**src/sv/otsu_pkg.sv**
```systemverilog
package otsu_pkg;

	localparam int NUM_BINS        = 8192;
	localparam int MAX_PIXELS_LOG2 = 24;

	localparam int PIX_W      = 16;
	localparam int BIN_W      = $clog2(NUM_BINS);
	localparam int SCALE_LOG2 = PIX_W - BIN_W;
	localparam int CNT_W      = MAX_PIXELS_LOG2 + 1;
	localparam int SUM_W      = CNT_W + BIN_W;
	localparam int PROD_W     = CNT_W + SUM_W;
	localparam int NUM_W      = 2 * PROD_W;
	localparam int DEN_W      = 2 * CNT_W;
	localparam int CMP_W      = NUM_W + DEN_W;

	typedef logic [2:0] op_t;

	localparam op_t MUL_P = 3'd0;	// total * s_b
	localparam op_t MUL_Q = 3'd1;	// w_b * weighted sum
	localparam op_t MUL_N = 3'd2;	// diff * diff
	localparam op_t MUL_D = 3'd3;	// w_b * w_f
	localparam op_t MUL_L = 3'd4;	// num * max_den
	localparam op_t MUL_R = 3'd5;	// max_num * den

	typedef struct packed {
		logic ram_rd;
		logic rd_pix;
		logic wr_inc;
		logic wr_zero;
		logic pix_take;
		logic k_inc;
		logic k_dec;
		logic br_init;
		logic br_sub;
		logic br_done;
		logic scan_init;
		logic acc;
		logic hold_hit;
		logic mul_start;
		op_t  start_op;
		logic cap;
		op_t  cap_op;
		logic out_load;
	} cmd_t;

	typedef struct packed {
		logic can_count;
		logic k_last;
		logic br_go;
		logic wf_zero;
		logic wb_zero;
		logic h_zero;
		logic mul_busy;
		logic mul_done;
		logic out_free;
	} sts_t;

endpackage

```
**src/sv/otsu_ctrl.sv**
```systemverilog
module otsu_ctrl (
	input  logic           clk,
	input  logic           arst_n,
	input  logic           in_valid,
	input  logic           last_pixel,
	output logic           in_ready,
	input  otsu_pkg::sts_t sts,
	output otsu_pkg::cmd_t cmd
);
	import otsu_pkg::*;

	localparam logic [3:0] S_CLR     = 4'd0;
	localparam logic [3:0] S_IDLE    = 4'd1;
	localparam logic [3:0] S_INC     = 4'd2;
	localparam logic [3:0] S_BR_CHK  = 4'd3;
	localparam logic [3:0] S_BR_SUB  = 4'd4;
	localparam logic [3:0] S_OT_RD   = 4'd5;
	localparam logic [3:0] S_OT_ACC  = 4'd6;
	localparam logic [3:0] S_OT_EVAL = 4'd7;
	localparam logic [3:0] S_MSTART  = 4'd8;
	localparam logic [3:0] S_MUL     = 4'd9;
	localparam logic [3:0] S_OT_NEXT = 4'd10;
	localparam logic [3:0] S_FIN     = 4'd11;

	logic [3:0] state_q;
	logic [3:0] state_d;
	op_t        op_q;
	op_t        op_d;
	logic       last_q;
	logic       last_d;
	logic       stop_q;
	logic       stop_d;

	always_comb begin
		cmd      = '0;
		state_d  = state_q;
		op_d     = op_q;
		last_d   = last_q;
		stop_d   = stop_q;
		in_ready = 1'b0;
		case (state_q)
			S_CLR: begin
				cmd.wr_zero = 1'b1;
				cmd.k_inc   = 1'b1;
				if (sts.k_last) begin
					state_d = S_IDLE;
				end
			end
			S_IDLE: begin
				in_ready = 1'b1;
				if (in_valid) begin
					if (sts.can_count) begin
						cmd.ram_rd   = 1'b1;
						cmd.rd_pix   = 1'b1;
						cmd.pix_take = 1'b1;
						last_d       = last_pixel;
						state_d      = S_INC;
					end else if (last_pixel) begin
						cmd.br_init = 1'b1;
						state_d     = S_BR_CHK;
					end
				end
			end
			S_INC: begin
				cmd.wr_inc = 1'b1;
				if (last_q) begin
					cmd.br_init = 1'b1;
					state_d     = S_BR_CHK;
				end else begin
					state_d = S_IDLE;
				end
			end
			S_BR_CHK: begin
				if (sts.br_go) begin
					cmd.ram_rd = 1'b1;
					state_d    = S_BR_SUB;
				end else begin
					cmd.br_done   = 1'b1;
					cmd.scan_init = 1'b1;
					stop_d        = 1'b0;
					state_d       = S_OT_RD;
				end
			end
			S_BR_SUB: begin
				cmd.br_sub = 1'b1;
				cmd.k_dec  = 1'b1;
				state_d    = S_BR_CHK;
			end
			S_OT_RD: begin
				cmd.ram_rd = 1'b1;
				state_d    = S_OT_ACC;
			end
			S_OT_ACC: begin
				cmd.wr_zero = 1'b1;
				if (stop_q) begin
					state_d = S_OT_NEXT;
				end else begin
					cmd.acc = 1'b1;
					state_d = S_OT_EVAL;
				end
			end
			S_OT_EVAL: begin
				if (sts.wf_zero) begin
					stop_d  = 1'b1;
					state_d = S_OT_NEXT;
				end else if (sts.wb_zero) begin
					state_d = S_OT_NEXT;
				end else if (sts.h_zero) begin
					cmd.hold_hit = 1'b1;
					state_d      = S_OT_NEXT;
				end else begin
					op_d    = MUL_P;
					state_d = S_MSTART;
				end
			end
			S_MSTART: begin
				cmd.mul_start = 1'b1;
				cmd.start_op  = op_q;
				state_d       = S_MUL;
			end
			S_MUL: begin
				if (sts.mul_done) begin
					cmd.cap    = 1'b1;
					cmd.cap_op = op_q;
					if (op_q == MUL_R) begin
						state_d = S_OT_NEXT;
					end else begin
						op_d    = op_q + op_t'(1);
						state_d = S_MSTART;
					end
				end
			end
			S_OT_NEXT: begin
				cmd.k_inc = 1'b1;
				if (sts.k_last) begin
					state_d = S_FIN;
				end else begin
					state_d = S_OT_RD;
				end
			end
			S_FIN: begin
				if (sts.out_free) begin
					cmd.out_load = 1'b1;
					state_d      = S_IDLE;
				end
			end
			default: begin
				state_d = S_IDLE;
			end
		endcase
	end

	always_ff @(posedge clk or negedge arst_n) begin
		if (!arst_n) begin
			state_q <= S_CLR;
			op_q    <= MUL_P;
			last_q  <= 1'b0;
			stop_q  <= 1'b0;
		end else begin
			state_q <= state_d;
			op_q    <= op_d;
			last_q  <= last_d;
			stop_q  <= stop_d;
		end
	end

`ifndef SYNTHESIS
	a_mul_idle: assert property (@(posedge clk) disable iff (!arst_n)
		cmd.mul_start |-> !sts.mul_busy)
		else $error("multiplier started while busy");

	a_load_free: assert property (@(posedge clk) disable iff (!arst_n)
		cmd.out_load |-> sts.out_free)
		else $error("result loaded over an untaken result");

	a_port_clash: assert property (@(posedge clk) disable iff (!arst_n)
		cmd.ram_rd |-> !(cmd.wr_inc || cmd.wr_zero))
		else $error("histogram read and write in one cycle");

	a_bin_done: assert property (@(posedge clk) disable iff (!arst_n)
		(cmd.cap && cmd.cap_op == MUL_R) |=> (state_q == S_OT_NEXT))
		else $error("scan did not advance after the compare");
`endif

endmodule

```
**config.mk**
```make
export PLATFORM = sky130hd
export DESIGN_NAME = otsu_ctrl
export DESIGN_NICKNAME = d
export VERILOG_FILES = /design/src/sv/otsu_pkg.sv /design/src/sv/otsu_ctrl.sv
export SDC_FILE = /design/constraint.sdc
export NUM_CORES = 1
export LEC_CHECK = 0
export ABC_AREA = 1
export BUFFER_PORTS_ARGS = -buffer_cell sky130_fd_sc_hd__buf_2
export CORE_UTILIZATION = 35
export CTS_BUF_LIST = sky130_fd_sc_hd__clkbuf_4 sky130_fd_sc_hd__clkbuf_8
export CTS_CLUSTER_DIAMETER = 150
export CTS_CLUSTER_SIZE = 25
export DETAILED_ROUTE_END_ITERATION = 6
export GPL_ROUTABILITY_DRIVEN = 1
export PLACE_DENSITY_LB_ADDON = 0.2
export SYNTH_ARGS = -nofsm -noshare
export SYNTH_HDL_FRONTEND = slang
export SYNTH_SLANG_ARGS = --single-unit
```
**constraint.sdc**
```tcl
create_clock -name clk -period 2.5 [get_ports clk]
set_input_delay 0.5 -clock clk [delete_from_list [all_inputs] [get_ports clk]]
set_output_delay 0.5 -clock clk [all_outputs]
set_load 0.03 [all_outputs]
```
Word level (Yosys, flattened, before mapping)

Cells that the tools add are included.

Logic and storage cells: 92
Output and inout bits: 23
Bits in registers: 9

Mux-type cells: 55
Reduce and logical (&&, ||, !) cells: 9
Add/sub/neg operators: 1
Eq/ne operators: 23

Operator list:

| operator              | count |
|---|---|
| $mux W4               | 13 |
| $pmux W4 S12          | 1 |
| $mux W1               | 25 |
| $ne A2 B2 Y1 const B  | 10 |
| $eq A4 B3 Y1 const B  | 4 |
| $eq A4 B4 Y1 const B  | 4 |
| $mux W3               | 5 |
| $mux W2               | 7 |
| $eq A4 B2 Y1 const B  | 2 |
| $pmux W3 S2           | 1 |
| $reduce_and A3 Y1     | 2 |
| $reduce_and A6 Y1     | 1 |
| $reduce_and A5 Y1     | 1 |
| $eq A4 B1 Y1 const B  | 1 |
| $logic_not A4 Y1      | 1 |
| $pmux W1 S2           | 2 |
| $reduce_bool A2 Y1    | 2 |
| $reduce_or A2 Y1      | 2 |
| $add A3 B1 Y3 const B | 1 |
| $eq A3 B3 Y1 const B  | 1 |
| $ne A3 B3 Y1 const B  | 1 |
| $pmux W1 S3           | 1 |

Logic depth before layout (Yosys ltp)

Gate-level depths: netlist (run 1).

Word-level depth: 4
Gate-level depth with buffers: 10
Depth with buffers taken out: 10

Least setup slack after synthesis (run 1)

OpenSTA, ideal clock, no wires.

Kind: reg2out
Start: reg state_q[3]
End: out cmd[20] (netlist bit)
Data required time: 2.000 ns
Stages on the path, launching flop included: 7
Slack: 0.140 ns
Path buffers: 1
Data arrival time: 1.860 ns
Cell sequence: dfrtp_1 > inv_1 > nand2_1 > nor2_1 > nand3_1 > inv_1 > buf_4

RTL lines:

| element                  | line             | source |
|---|---|---|
| start: declaration       | otsu_ctrl.sv:25  | `logic [3:0] state_q;` |
| start signal: assignment | otsu_ctrl.sv:160 | `state_q <= state_d;` |
| end: declaration         | otsu_ctrl.sv:8   | `output otsu_pkg::cmd_t cmd` |

==> impl_metrics.tcl, run 1 <==
set metrics [dict create \
    status "finished clean" \
    post-route-period-util 0.874 \
    n_antenna_cell 0 \
    pwr-share-comb 0.661 \
    cp-end-kind "output port" \
    root_buffer "clkbuf_4" \
    fmax_mhz 457 \
    antenna_found_initial 0 \
    p_int_uw 472 \
    start_kind "flip-flop" \
    die_y_um 50.3 \
    gp_congestion 0.864 \
    pwr-share-seq 0.222 \
    drtIter0Drc 19 \
    synthTopCellsByCount "nand2_1 (37), inv_1 (24), nor2_1 (15)" \
    leakagePower_nw 0.627 \
    synth_edf_count 0 \
    seq_area_frac_synth 0.276 \
    clk_pin_slew_ns 0.07 \
    hold_viol_final 0 \
    grt_pass1_wl_mm 3.71 \
    netlist_area_um2 817 \
    synth.net_count 148 \
    grt_max_degree 10 \
    worst_slack_ns 0.314 \
    io_buffers 34 \
    fin_cells 196 \
    fillCellCount 256 \
    synth_top_area_share 0.276 \
    clk_latency_ns 0.27 \
    viasPerCell 4.73 \
    dp_hpwl_mm 1.83 \
    area_growth_pct 26.0 \
    peakVddDrop_uv 330 \
    cts_setup_buffers 0 \
    maxCapViolations 0 \
    finalWirelength_mm 2.20 \
    fp.dieW_um 50.3 \
    ctsHoldBuffers 0 \
    core_area_mm2 0.00221 \
    fin_crit_ns 2.19 \
    power_density_mw_per_mm2 1080 \
    dp.cells 192 \
    ys_seq_elements 9 \
    rsz0062_at_grt "no" \
    grt.total_usage 0.196 \
    vias 927 \
    path_class "reg -> out" \
    ys.flop_type "dfrtp_1" \
    clock_power_share 0.117 \
    ant_nets 0 \
    min_path_type "in -> async" \
    synth_area_leaders "dfrtp_1 (28%), nand2_1 (17%), inv_1 (11%)" \
    clockBufferDepth 2 \
    maxSlewHeadroom 0.768 \
    io_pins 36 \
    die_area_mm2 0.00253 \
    first_global_vias 841 \
    drcViolationCount 0 \
    avgSynthCellArea_um2 6.14 \
    cts_sinks 9 \
    cts_resized 0 \
    nNetsFinal 184 \
    wl_per_cell_um 11.2 \
    synth_cell_types 24 \
    hold-worst-slack_ns 0.0752 \
    required_ns 2.00 \
    rows 17 \
    overflow 0 \
    switching_share 0.574 \
    yosysMostFrequentCell "nand2_1" \
    worst_slew_pin_slew_ns 0.346 \
    crit_fanout 5 \
    finalSetupViolCount 0 \
    clock_skew_ns 0.00976 \
    cts_made_buffers 3 \
    p_switching_uw 636 \
    htree_levels 1 \
    slew_viol_final 0 \
    synthArstFlopShare 1.00 \
    cp.arrival_ns 1.69 \
    drive_above_1_share 0.292 \
    synth_cells 133 \
    tritoncts "built" \
    synth_area_leader_cell "dfrtp_1" \
    first_pass_iters 4 \
    place_ws_ns 0.599 \
    yosysWarnings 0 \
    initial_core_util 0.369 \
    finish.utilization 0.465 \
    fin_tns_setup_ns 0 \
]
[worst max-delay path, stage by stage (launching register included)]
cell and delay (ns):
dfrtp_1 0.42, inv_1 0.11, nand2_1 0.13, nor2_1 0.24, nand3_1 0.18, o211ai_1 0.12
buf_2 0.22
[registers in the layout, summed over array words and instances, names as in the netlist]
name	cells
last_q	1
stop_q	1
op_q	3
state_q	4
[stage by stage]
step / instance area, um^2 / power, mW
after detailed placement: 1000 / 0.985
after floorplan: 817 / 0.801
final: 1030 / 1.11
after global placement: 1000 / 0.979
after CTS: 1030 / 1.11
after global routing: 1030 / 1.22
[cells in the final DEF (no fill, tap or decap), drive strengths merged]
master  count
nand4       1
a21oi       3
buf        34
nand2      39
o311ai      1
o211ai      2
inv        25
nor3        4
o31ai       1
nor4        1
or2         1
o21ai      11
xor2        1
nor2       20
ha          2
clkbuf      4
dfrtp       9
nand3       9
[routing by layer]
metal | track usage | part of all wire
met5 | 0 | 0
met4 | 0.0694 | 0.012
met3 | 0.0303 | 0.068
met2 | 0.338 | 0.49
met1 | 0.246 | 0.43
[final timing paths]
kind	slack [ns]	startpoint	cells after the start	endpoint
worst max-delay path	0.31	state_q[1]	6	cmd[21]
worst min-delay path	0.08	arst_n	1	op_q[2]
worst max register to register	1.04	state_q[2]	8	state_q[1]
worst min register to register	0.49	last_q	2	last_q
max in group asynchronous	2.22	arst_n	1	state_q[0]
min in group clk	0.49	sts[5]	3	stop_q
[cells by family after synthesis]
group	after synthesis	share of synthesized area
flops	9	0.276
simple gates	75	0.407
xor+xnor	1	0.0107
fa+ha+maj	2	0.0306
compound gates	18	0.133
buf+inv	28	0.142
[final cells by class]
cell class	instances	area, um^2	share of cell area
inverters	25	93.8	0.0911
well taps	28	35.0	0.0340
clock buffers	4	30.0	0.0292
multi-input cells	96	475	0.462
repair buffers	34	170	0.165
flip-flops and latches	9	225	0.219
[power by group through the flow]
stage	logic [mW]	registers [mW]	clock network, mW
2_1_floorplan	0.563	0.238	0
3_3_place_gp	0.731	0.248	0
3_5_place_dp	0.736	0.249	0
4_1_cts	0.738	0.246	0.130
5_1_grt	0.818	0.256	0.143
6_report	0.733	0.246	0.130
Power figures use the tool's default switching activity.
==> inputs of run 2 (changes only) <==
- ABC_AREA: 1 -> 0
- clock period: 2.5 -> 2.3 ns (I/O delays scaled with it)
==> impl_metrics.tcl, run 2 <==
set metrics [dict create \
    path_class "reg -> out" \
    fin_cells 179 \
    io_pins 36 \
    first_pass_iters 4 \
    clk_pin_slew_ns 0.06 \
    cp.arrival_ns 1.73 \
    grt.total_usage 0.178 \
    die_y_um 52.7 \
    rows 18 \
    initial_core_util 0.366 \
    power_density_mw_per_mm2 1280 \
    worst_slack_ns 0.107 \
    maxCapViolations 0 \
    top_register "state_q" \
    clock_skew_ns 0.00396 \
    slowest_stage "or4_4" \
    slowest_delay_ns 0.50 \
    ys.flop_type "dfrtp_1" \
    clk_latency_ns 0.26 \
    overflow 0 \
    required_ns 1.84 \
    slew_viol_final 0 \
    finalWirelength_mm 2.26 \
    start_kind "flip-flop" \
    reg.largest.list "state_q x4, op_q x3" \
    cts_sinks 9 \
    grt_pass1_wl_mm 3.67 \
    antenna_found_initial 0 \
    synth.net_count 130 \
    nNetsFinal 165 \
    root_buffer "clkbuf_4" \
    cts_setup_buffers 0 \
    clockBufferDepth 2 \
    post-route-period-util 0.953 \
    n_antenna_cell 0 \
    ant_nets 0 \
    vias 951 \
    tritoncts "built" \
    synth_cell_types 37 \
    dp_hpwl_mm 1.73 \
    critical_path.cell_chain "nand2b_4 > or4_4 > nor2_1 > buf_2" \
    largest_reg_flops 4 \
    grt_max_degree 20 \
    drcViolationCount 0 \
    p_switching_uw 745 \
    viasPerCell 5.31 \
    drtIter0Drc 18 \
    seq_area_frac_synth 0.250 \
    pwr-share-comb 0.681 \
    synthTopCellsByCount "a21oi_1 (12), nor2_1 (12), dfrtp_1 (9)" \
    die_area_mm2 0.00278 \
    synth_edf_count 0 \
    fp.dieW_um 52.7 \
    area_growth_pct 25.9 \
    maxSlewHeadroom 0.827 \
    peakVddDrop_uv 810 \
    yosysWarnings 0 \
    first_global_vias 839 \
    core_area_mm2 0.00245 \
    status "finished clean" \
    drive_above_1_share 0.356 \
    synth_cells 115 \
    fin_crit_ns 2.19 \
    cts_made_buffers 3 \
    rsz0062_at_grt "no" \
    crit_family "simple AND/OR/NAND/NOR gates" \
    cts_resized 0 \
    fmax_mhz 456 \
    worst_slew_pin_slew_ns 0.257 \
    pwr-share-seq 0.225 \
    finalSetupViolCount 0 \
    critPathBufInv 1 \
    place_ws_ns 0.334 \
    layout_commonest_cell "buf_2" \
    synth_area_leader_cell "dfrtp_1" \
    p_int_uw 703 \
    avgSynthCellArea_um2 7.82 \
    io_buffers 34 \
    leakagePower_nw 0.574 \
    crit_fanout 8 \
    final_cell_mix "buf_2 (34), nor2_1 (12), a21oi_1 (12)" \
    switching_share 0.514 \
    synth_area_leaders "dfrtp_1 (25%), a21oi_1 (6.7%), and3_1 (5.6%)" \
    min_path_type "in -> async" \
    synthArstFlopShare 1.00 \
    ctsHoldBuffers 0 \
    wl_per_cell_um 12.6 \
    cp-end-kind "output port" \
    netlist_area_um2 900 \
    hold_viol_final 0 \
    clock_power_share 0.095 \
    gp_congestion 0.833 \
    htree_levels 1 \
    ys_seq_elements 9 \
    dp.cells 175 \
    synth_top_area_share 0.250 \
]
## run 2: cell types whose count changed in the layout (fill, tap and decap cells not counted), sizes merged, moves of 4 or more
cell / change
nand2: -34
inv: -21
a21oi: +9
and3: +8
nand2b: +8
nand3: -8
nor2: -8
buf: +6
o21ai: -6
nor2b: +5
mux2i: +4
## run 2: cell type report
cell class | count | area, um^2
clock buffer | 4 | 30.0
multi-input combinational | 92 | 607
timing repair buffer | 40 | 215
tap | 30 | 37.5
sequential | 9 | 228
inverter | 4 | 15.0
fill | 269 | 1320
## run 2: worst paths after layout
kind                            startpoint         end  slack (ns)  cells past startpoint
worst max-delay path            state_q[3]      cmd[9]        0.11                      4
worst min-delay path                arst_n  state_q[0]        0.04                      1
worst max register to register  state_q[3]     op_q[1]        0.69                      4
worst min register to register      last_q      last_q        0.53                      1
max in group asynchronous           arst_n  state_q[2]        2.04                      1
min in group clk                last_pixel      last_q        0.46                      2
## run 2: metal layers
layer / wire (um) / GRT usage
met5: 0 / 0
met4: 0 / 0.0307
met3: 120 / 0.0522
met2: 1140 / 0.327
met1: 995 / 0.202
## run 2: per-stage QoR
step / hold WS [ns] / TNS (ns) / total power [mW] / util / instance area, um^2
after global routing: 0.0456 / 0 / 1.58 / 0.461 / 1130
after detailed placement: 0.334 / 0 / 1.31 / 0.448 / 1100
after global placement: 0.331 / 0 / 1.30 / 0.448 / 1100
final: 0.0438 / 0 / 1.45 / 0.461 / 1130
after CTS: 0.0450 / 0 / 1.45 / 0.460 / 1130
after floorplan: 0.164 / -0.0189 / 1.08 / - / 908
## run 2: cell families after synthesis
kind of cell,Yosys count,share of synthesized area
compound gates,24,0.171
xor+xnor,1,0.00974
fa+ha+maj,2,0.0278
buf+inv,14,0.0848
flops,9,0.250
mux,6,0.0695
simple gates,59,0.387
## run 2: power groups by stage
stage / Combinational, mW / Sequential, mW / Clock, mW
6_report: 0.986 / 0.325 / 0.137
3_3_place_gp: 0.976 / 0.324 / 0
3_5_place_dp: 0.985 / 0.328 / 0
5_1_grt: 1.09 / 0.340 / 0.152
2_1_floorplan: 0.791 / 0.287 / 0
4_1_cts: 0.988 / 0.324 / 0.143
## run 2: worst register-to-register path, stage by stage (launching register included)
cell	delay [ns]
dfrtp_2	0.48
nand2b_4	0.19
or4_4	0.51
o21ai_4	0.17
mux2i_1	0.19
==> inputs of run 3 (changes only) <==
- PLACE_DENSITY: unset -> 0.66
- PLACE_DENSITY_LB_ADDON: 0.2 -> unset
- REMOVE_ABC_BUFFERS: unset -> 1
==> impl_metrics.tcl, run 3 (same netlist as run 2, synthesis figures left out) <==
set metrics [dict create \
    status "finished clean" \
    first_global_vias 867 \
    io_buffers 34 \
    initial_core_util 0.366 \
    layout_commonest_cell "buf_2" \
    rsz0062_at_grt "no" \
    crit_fanout 11 \
    viasPerCell 5.23 \
    n_antenna_cell 0 \
    met3_wirelength_um 93 \
    hold-worst-slack_ns 0.0423 \
    hold_viol_final 0 \
    slowest_stage "or4_4" \
    critPathBufInv 1 \
    nNetsFinal 165 \
    htree_levels 1 \
    fin_area_mm2 0.00113 \
    worst_slew_pin_slew_ns 0.271 \
    cts_sinks 9 \
    dp_hpwl_mm 1.77 \
    final_cell_mix "buf_2 (34), nor2_1 (12), a21oi_1 (12)" \
    leakagePower_nw 0.575 \
    fmax_mhz 455 \
    crit_family "simple AND/OR/NAND/NOR gates" \
    finalSetupViolCount 0 \
    clock_skew_ns 0.00362 \
    cts_made_buffers 3 \
    area_growth_pct 25.9 \
    finish.utilization 0.461 \
    clk_pin_slew_ns 0.06 \
    clk_latency_ns 0.26 \
    vias 937 \
    gp_congestion 0.795 \
    min_path_type "in -> async" \
    wl_met1_mm 1.03 \
    io_pins 36 \
    place_area_mm2 0.00109 \
    ctsHoldBuffers 0 \
    core_area_mm2 0.00245 \
    die_y_um 52.7 \
    drcViolationCount 0 \
    p_total_mw 1.45 \
    power_density_mw_per_mm2 1280 \
    maxSlewHeadroom 0.818 \
    cts_setup_buffers 0 \
    cp.arrival_ns 1.74 \
    grt_max_degree 13 \
    first_pass_iters 4 \
    met2_length_mm 1.10 \
    reg.largest.list "state_q x4, op_q x3" \
    peakVddDrop_uv 834 \
    fin_crit_ns 2.20 \
    grt.total_usage 0.186 \
    fp.dieW_um 52.7 \
    start_kind "flip-flop" \
    ant_nets 0 \
    cts_resized 1 \
    finalWirelength_mm 2.23 \
    path_class "reg -> out" \
    wl_per_cell_um 12.5 \
    slew_viol_final 0 \
    critical_path.cell_chain "nand2b_4 > or4_4 > nor2_1 > buf_2" \
    post-route-period-util 0.956 \
    antenna_found_initial 0 \
    root_buffer "clkbuf_4" \
    tritoncts "built" \
    top_register "state_q" \
    drtIter0Drc 12 \
    grt_pass1_wl_mm 3.75 \
    drive_above_1_share 0.356 \
    top_layer_used "met4" \
    required_ns 1.84 \
    clockBufferDepth 2 \
    largest_reg_flops 4 \
    maxCapViolations 0 \
    cp-end-kind "output port" \
    die_area_mm2 0.00278 \
    slowest_delay_ns 0.51 \
    rows 18 \
    overflow 0 \
]
run 3: final cells by class:
cell class / count / area [um^2]
Sequential cell: 9 / 228
Timing Repair Buffer: 40 / 215
Clock buffer: 4 / 30.0
Inverter: 4 / 15.0
Fill cell: 269 / 1320
Multi-Input combinational cell: 92 / 607
Tap cell: 30 / 37.5
run 3: report_power, final:
group / leakage, nW / switching, mW / internal (mW)
clock: 0.0184 / 0.0570 / 0.0788
sequential: 0.109 / 0.110 / 0.229
combinational: 0.448 / 0.581 / 0.398
run 3: worst paths after layout:
kind / slack (ns) / cells after the start / from / endpoint
min: 0.04 / 1 / arst_n / op_q[0]
max in group asynchronous: 2.05 / 1 / arst_n / state_q[2]
min in group clk: 0.45 / 2 / sts[7] / state_q[2]
max reg2reg: 0.65 / 4 / state_q[3] / op_q[1]
max: 0.10 / 4 / state_q[3] / cmd[9]
min reg2reg: 0.53 / 1 / last_q / last_q
run 3: per-stage QoR:
| step | cells | TNS (ns) | worst slack (ns) |
|---|---|---|---|
| floorplan | 105 | -2.18 | -0.585 |
| global placement | 175 | 0 | 0.331 |
| detailed placement | 175 | 0 | 0.290 |
| CTS | 179 | 0 | 0.0179 |
| global route | 179 | 0 | 0.0368 |
| finish | 179 | 0 | 0.100 |
run 3: routing by layer:
| layer | GRT usage | up-vias |
|---|---|---|
| li1 | - | 477 |
| met1 | 0.222 | 431 |
| met2 | 0.327 | 27 |
| met3 | 0.0348 | 2 |
| met4 | 0.0658 | 0 |
| met5 | 0 | - |
run 3: worst register-to-register path, stage by stage (launching register included):
cell and delay [ns]:
dfrtp_2 0.49, nand2b_4 0.19, or4_4 0.51, o21ai_4 0.16
mux2i_1 0.22
